[src/hdl/psc_pkg.sv]
`default_nettype none
// ----------------------------------------------------------------------------
// psc_pkg
// Shared widths, register codes and types for the sphere contact pipeline.
// ----------------------------------------------------------------------------
package psc_pkg;

    localparam int COORD_BITS = 24;
    localparam int BOX_W      = 24;
    localparam int EPS_W      = 20;
    localparam int RAD_W      = 24;

    // a folded difference never exceeds the larger of coordinate range and box
    localparam int MAG_W   = (COORD_BITS > BOX_W) ? COORD_BITS : BOX_W;
    localparam int FOLD_W  = MAG_W + 2;
    localparam int RSUM_W  = RAD_W + 1;
    localparam int RSQ_W   = 2 * RSUM_W;
    localparam int LIM_W   = RSQ_W + 1;
    localparam int SQ1_W   = 2 * MAG_W;
    localparam int SQ_W    = 2 * MAG_W + 2;
    localparam int ROOT_W  = SQ_W / 2;
    localparam int CMP_W   = (SQ_W > LIM_W) ? SQ_W : LIM_W;

    localparam int DSQ_W   = 50;
    localparam int DIST_W  = 25;

    localparam int S_FIELDS_W = 6 * COORD_BITS + 2 * RAD_W;
    localparam int S_TDATA_W  = ((S_FIELDS_W + 7) / 8) * 8;
    localparam int M_TDATA_W  = ((DSQ_W + DIST_W + 7) / 8) * 8;

    localparam int CFG_IDX_W  = 1;
    localparam int CFG_DATA_W = 24;

    localparam logic [CFG_IDX_W-1:0] CFG_BOX_EDGE    = 1'd0;
    localparam logic [CFG_IDX_W-1:0] CFG_CONTACT_EPS = 1'd1;

    localparam logic [BOX_W-1:0] BOX_RESET = 24'hFFFFFF;
    localparam logic [EPS_W-1:0] EPS_RESET = 20'd1;

    typedef logic [COORD_BITS-1:0] coord_t;

    typedef struct packed {
        logic [BOX_W-1:0] box_edge;
        logic [EPS_W-1:0] contact_epsilon;
    } cfg_t;

    typedef struct packed {
        logic             periodic;
        coord_t [2:0]     first;
        coord_t [2:0]     second;
        logic [RAD_W-1:0] first_radius;
        logic [RAD_W-1:0] second_radius;
    } pair_t;

    typedef struct packed {
        logic [SQ_W-1:0] dsq;
        logic            touching;
    } geom_out_t;

endpackage
`default_nettype wire

[src/hdl/psc_sqrt.sv]
`default_nettype none
// ----------------------------------------------------------------------------
// psc_sqrt
// Pipelined floor square root, one root bit per stage, with the squared
// distance and contact flag riding alongside.
// ----------------------------------------------------------------------------
module psc_sqrt (
    input  wire logic                          aclk,
    input  wire logic                          aresetn,
    input  wire logic                          in_valid,
    output logic                               in_ready,
    input  wire psc_pkg::geom_out_t            in_res,
    output logic                               out_valid,
    input  wire logic                          out_ready,
    output logic [psc_pkg::DSQ_W-1:0]          out_dsq,
    output logic [psc_pkg::DIST_W-1:0]         out_dist,
    output logic                               out_touching
);

    localparam int NSTG  = psc_pkg::ROOT_W;
    localparam int CHK_W = psc_pkg::SQ_W + 2;

    logic [NSTG-1:0]             valid_reg;
    logic [NSTG-1:0]             ready;
    logic [psc_pkg::SQ_W-1:0]    rem_reg   [0:NSTG-1];
    logic [psc_pkg::ROOT_W-1:0]  root_reg  [0:NSTG-1];
    logic [psc_pkg::SQ_W-1:0]    dsq_reg   [0:NSTG-1];
    logic                        touch_reg [0:NSTG-1];

    for (genvar s = 0; s < NSTG; s++) begin : g_stage
        localparam int K = NSTG - 1 - s;

        logic                        valid_in;
        logic                        ready_out;
        logic [psc_pkg::SQ_W-1:0]    rem_in;
        logic [psc_pkg::ROOT_W-1:0]  root_in;
        logic [psc_pkg::SQ_W-1:0]    dsq_in;
        logic                        touch_in;
        logic [psc_pkg::SQ_W:0]      trial;
        logic                        take;
        logic [psc_pkg::SQ_W-1:0]    rem_next;
        logic [psc_pkg::ROOT_W-1:0]  root_next;
        logic                        valid_next;

        if (s == 0) begin : g_first
            assign valid_in = in_valid;
            assign rem_in   = in_res.dsq;
            assign root_in  = '0;
            assign dsq_in   = in_res.dsq;
            assign touch_in = in_res.touching;
        end else begin : g_next
            assign valid_in = valid_reg[s-1];
            assign rem_in   = rem_reg[s-1];
            assign root_in  = root_reg[s-1];
            assign dsq_in   = dsq_reg[s-1];
            assign touch_in = touch_reg[s-1];
        end

        if (s == NSTG - 1) begin : g_last
            assign ready_out = out_ready;
        end else begin : g_mid
            assign ready_out = ready[s+1];
        end

        // (root + 2^K)^2 - root^2, root holds only bits above K
        always_comb begin
            trial = (psc_pkg::SQ_W'(root_in) << (K + 1))
                  | ((psc_pkg::SQ_W + 1)'(1) << (2 * K));
            take  = (psc_pkg::SQ_W + 1)'(rem_in) >= trial;
            rem_next  = take ? (rem_in - trial[psc_pkg::SQ_W-1:0]) : rem_in;
            root_next = take ? (root_in | (psc_pkg::ROOT_W'(1) << K)) : root_in;
            ready[s]   = !valid_reg[s] || ready_out;
            valid_next = ready[s] ? valid_in : valid_reg[s];
        end

        always_ff @(posedge aclk) begin
            if (!aresetn) begin
                valid_reg[s] <= 1'b0;
            end else begin
                valid_reg[s] <= valid_next;
            end
        end

        always_ff @(posedge aclk) begin
            if (ready[s]) begin
                rem_reg[s]   <= rem_next;
                root_reg[s]  <= root_next;
                dsq_reg[s]   <= dsq_in;
                touch_reg[s] <= touch_in;
            end
        end
    end

    assign in_ready     = ready[0];
    assign out_valid    = valid_reg[NSTG-1];
    assign out_dsq      = dsq_reg[NSTG-1][psc_pkg::DSQ_W-1:0];
    assign out_dist     = root_reg[NSTG-1][psc_pkg::DIST_W-1:0];
    assign out_touching = touch_reg[NSTG-1];

`ifndef SYNTH
    a_root_floor: assert property (@(posedge aclk) disable iff (!aresetn)
        valid_reg[NSTG-1] |->
            (CHK_W'(root_reg[NSTG-1]) * CHK_W'(root_reg[NSTG-1])
                <= CHK_W'(dsq_reg[NSTG-1]))
            && ((CHK_W'(root_reg[NSTG-1]) + CHK_W'(1))
                * (CHK_W'(root_reg[NSTG-1]) + CHK_W'(1))
                > CHK_W'(dsq_reg[NSTG-1])))
        else $error("square root result is not the floor root");
`endif

endmodule
`default_nettype wire

[config.mk]
export PLATFORM = sky130hd
export DESIGN_NAME = psc_sqrt
export DESIGN_NICKNAME = d
export VERILOG_FILES = /design/src/hdl/psc_pkg.sv /design/src/hdl/psc_sqrt.sv
export SDC_FILE = /design/constraint.sdc
export NUM_CORES = 2
export LEC_CHECK = 0
export ABC_CLOCK_PERIOD_IN_PS = 14750
export BUFFER_PORTS_ARGS = -buffer_cell sky130_fd_sc_hd__buf_4
export CORE_MARGIN = 1
export CORE_UTILIZATION = 30
export CTS_CLUSTER_SIZE = 12
export DETAILED_ROUTE_END_ITERATION = 12
export RECOVER_POWER = 50
export SYNTH_ARGS = -nofsm -noshare
export SYNTH_HDL_FRONTEND = slang
export SYNTH_SLANG_ARGS = --single-unit
[constraint.sdc]
create_clock -name aclk -period 14.75 [get_ports aclk]
set_clock_uncertainty 0.05 [all_clocks]
set_input_delay 2.2125 -clock aclk [delete_from_list [all_inputs] [get_ports aclk]]
set_output_delay 2.2125 -clock aclk [all_outputs]
set_load 0.05 [all_outputs]
==> results.py <==
metrics = {
    "outcome": {
        "status": "finished with violations",
        "violations": "design-rule violations, max-capacitance violations, max-slew violations",
    },
    "timing": {
        "fin_crit_sh": 0.6947,
        "slew_headroom": -1.314,
        "fmax_ghz": 0.09758,
        "rsz0062_at_grt": "false",
        "holdWs_ns": 0.3267,
        "final_hold_viol_count": 0,
        "tightest_slew_ns": 3.471,
        "tns_ns": 0,
        "fin_crit_ns": 10.25,
        "final_max_slew_viol_count": 493,
        "setup-violations-final": 0,
    },
    "synthesis": {
        "synth_warnings": 0,
        "synth_top_family_by_area": "simple AND/OR/NAND/NOR gates",
        "syn_inst": 6366,
        "synth_seq_area_share": 0.7146,
        "avgSynthCellArea_um2": 14.63,
        "synth_compound_area_frac": 0.06880,
        "muxShareOfSynthArea": 0.007455,
        "synth_top_cell_area_share": 0.7092,
        "yosys.area_share.adder": 0.04647,
        "ys_seq_elements": 2225,
        "yosysTopAreaCell": "edfxtp_1",
        "ys.flop_type": "edfxtp_1",
        "synth_area_um2": 93150,
        "synth_edf_count": 2200,
        "synth_cell_type_count": 92,
        "yosys.area_share.xor_xnor": 0.04833,
        "synthTopCellsByArea": "edfxtp_1 71%, ha_1 4.6%, xnor2_1 2.5%",
        "syn_nets": 6767,
        "yosys.area_share.simple": 0.09261,
        "async_flop_share": 0,
    },
    "global_routing": {
        "grt_start_max_net_pins": 98,
        "grt_pass1_wl_mm": 269.3,
        "overflow": 0,
        "grt_use_total": 0.1062,
        "antenna_found_initial": 1,
        "first_global_vias": 51780,
    },
    "detailed_routing": {
        "routed_wl_mm": 169.9,
        "vias_per_cell": 4.548,
        "vias": 49690,
        "antenna_left": 0,
        "drt_first_pass_iters": 9,
        "drt-initial-drc-count": 2875,
        "route.detailed.drc": 24,
        "wire_per_inst_um": 15.55,
    },
    "clock_network": {
        "root_buffer": "clkbuf_16",
        "holdBufCountCts": 0,
        "clock_sinks": 2225,
        "post-cts-setup-buffers": 0,
        "cts_tree": "yes",
        "cts_resized": 0,
        "clk-insertion-delay-late_ns": 0.87,
        "htreeDepth": 4,
        "clock_path_buffers": 4,
        "numCtsBuffers": 226,
        "clk_pin_slew_ns": 0.06,
    },
    "setup_path": {
        "slowest_delay_ns": 0.91,
        "cp-startpoint": "out_ready",
        "critPathCaptureType": "output pin",
        "critPathKind": "in -> out",
        "worstPathRequired_ns": 12.49,
        "crit_fanout": 55,
        "crit_top_cell": "buf_4",
        "critical_path.cell_chain": "clkbuf_4, nor2b_1, clkinvlp_2, nor2_1, nand2_4, nor2_1, inv_4, nor4_1, buf_4, and2_0, and4_1, and3_1, and2_1, nand2_2, buf_4, buf_4",
        "arrival_ns": 7.99,
        "startpoint_type": "primary input",
        "r2r_cells": 13,
        "cp_slowest_cell": "clkinvlp_2",
        "r2r-start": "out_valid",
    },
    "power": {
        "vdd_drop_max_mv": 0.1048,
        "p_per_area_nw_per_um2": 164.7,
        "leakage_nw": 40.44,
    },
    "floorplan": {
        "die_w_um": 559.2,
        "io_pins": 133,
        "core_um2": 308800,
        "die-area_um2": 312700,
        "rows": 204,
        "dieHeight_um": 559.2,
        "initial_core_util": 0.3016,
    },
    "hold_path": {
        "hold_class": "reg -> reg",
        "holdPathStages": 0,
        "worstHoldStart": "dsq_reg[2][292]",
    },
    "cells_and_area": {
        "area_growth_pct": 13.32,
        "largest_reg_flops": 1250,
        "final_net_count": 7091,
        "layout-drive-gt1-share": 0.07494,
        "post-route-cell-area_um2": 105600,
        "fillers": 29490,
    },
    "place": {
        "gp_congestion": 0.9132,
        "hpwl_mm": 127.3,
        "io_buffer_count": 132,
        "place_area_um2": 99470,
    },
    "run": {
        "drv_cap": 11,
    },
}
==> layout by cell type, fill, tap and decap left out, drive strengths merged, types with 30 or more instances in the layout <==
cell / instances
nor4b: 30
nor2: 378
o31ai: 33
o21a: 87
nor3: 161
xor2: 248
o21ai: 248
or3: 56
clkbuf: 392
edfxtp: 2200
ha: 346
nor2b: 57
buf: 86
or4: 41
a21oi: 294
a21o: 141
nand2: 370
nand4: 91
nor4: 191
xnor2: 266
nand3: 87
nand2b: 49
clkinv: 48
inv: 444
mux2: 51
==> final timing paths <==
path                           to  slack, ns
setup / recovery         in_ready       4.50
hold / removal    dsq_reg[2][342]       0.33
setup reg to reg   dsq_reg[0][62]       8.51
hold reg to reg   dsq_reg[2][342]       0.33
==> area by class of cell <==
| cell class | instances | area (µm²) | area share |
|---|---|---|---|
| Inverter | 448 | 1694 | 0.01605 |
| Sequential cell | 2225 | 66560 | 0.6306 |
| Timing Repair Buffer | 184 | 1190 | 0.01127 |
| Clock inverter | 49 | 366.6 | 0.003473 |
| Antenna cell | 1 | 2.502 | 0.00002371 |
| Clock buffer | 294 | 5973 | 0.05659 |
| Multi-Input combinational cell | 3605 | 24620 | 0.2332 |
| Tap cell | 4120 | 5155 | 0.04883 |
==> kinds of logic (layout without fill, tap and decap cells) <==
kind of cell,count (synthesis),count (layout)
other,0,1
adder cells (fa/ha/maj),346,346
XOR/XNOR,514,514
AND/OR/NAND/NOR,1666,1666
flip-flops,2225,2225
multiplexers,63,63
buffers and inverters,536,975
AO/OA/AOI/OAI,1016,1016
==> report_power, final <==
group	switching, mW	total (mW)	internal, mW
Clock	2.18	5.02	2.84
Sequential	0.764	9.07	8.31
Combinational	1.83	3.30	1.46
Total	4.78	17.4	12.6
==> cell usage after synthesis (87+ instances only) <==
| cell | number |
|---|---|
| nor4_1 | 189 |
| xor2_1 | 248 |
| a21o_1 | 141 |
| inv_1 | 445 |
| nor3_1 | 158 |
| nand3_1 | 87 |
| nor2_1 | 377 |
| nand4_1 | 91 |
| o21a_1 | 87 |
| edfxtp_1 | 2200 |
| a21oi_1 | 294 |
| ha_1 | 346 |
| o21ai_0 | 247 |
| nand2_1 | 370 |
| xnor2_1 | 266 |
==> routing by layer <==
metal | global-route usage | share of wire | wire, µm | vias up
met5 | 0 | 0 | 0 | -
met1 | 0.1069 | 0.38 | 64480 | 23640
met3 | 0.01705 | 0.033 | 5585 | 488
li1 | - | - | - | 24610
met4 | 0.06416 | 0.062 | 10480 | 0
met2 | 0.2035 | 0.53 | 89390 | 946
==> critical path: cells and delay by family <==
kind                   cells  cell delay [ns]
buffers and inverters      6             2.10
AND/OR/NAND/NOR           10             3.60
==> per-stage QoR <==
| stage | power [mW] | std cells | utilization | setup WS (ns) |
|---|---|---|---|---|
| after floorplan | 11.48 | 6366 | - | 0.7452 |
| after CTS | 17.57 | 10930 | 0.3426 | 4.945 |
| after global routing | 18.29 | 10930 | 0.3418 | 3.953 |
| after global placement | 12.36 | 10580 | 0.3221 | 5.048 |
| after detailed placement | 12.49 | 10580 | 0.3221 | 4.958 |
| final | 17.39 | 10930 | 0.3418 | 4.502 |
No activity file was read; power rests on OpenSTA's default activity.
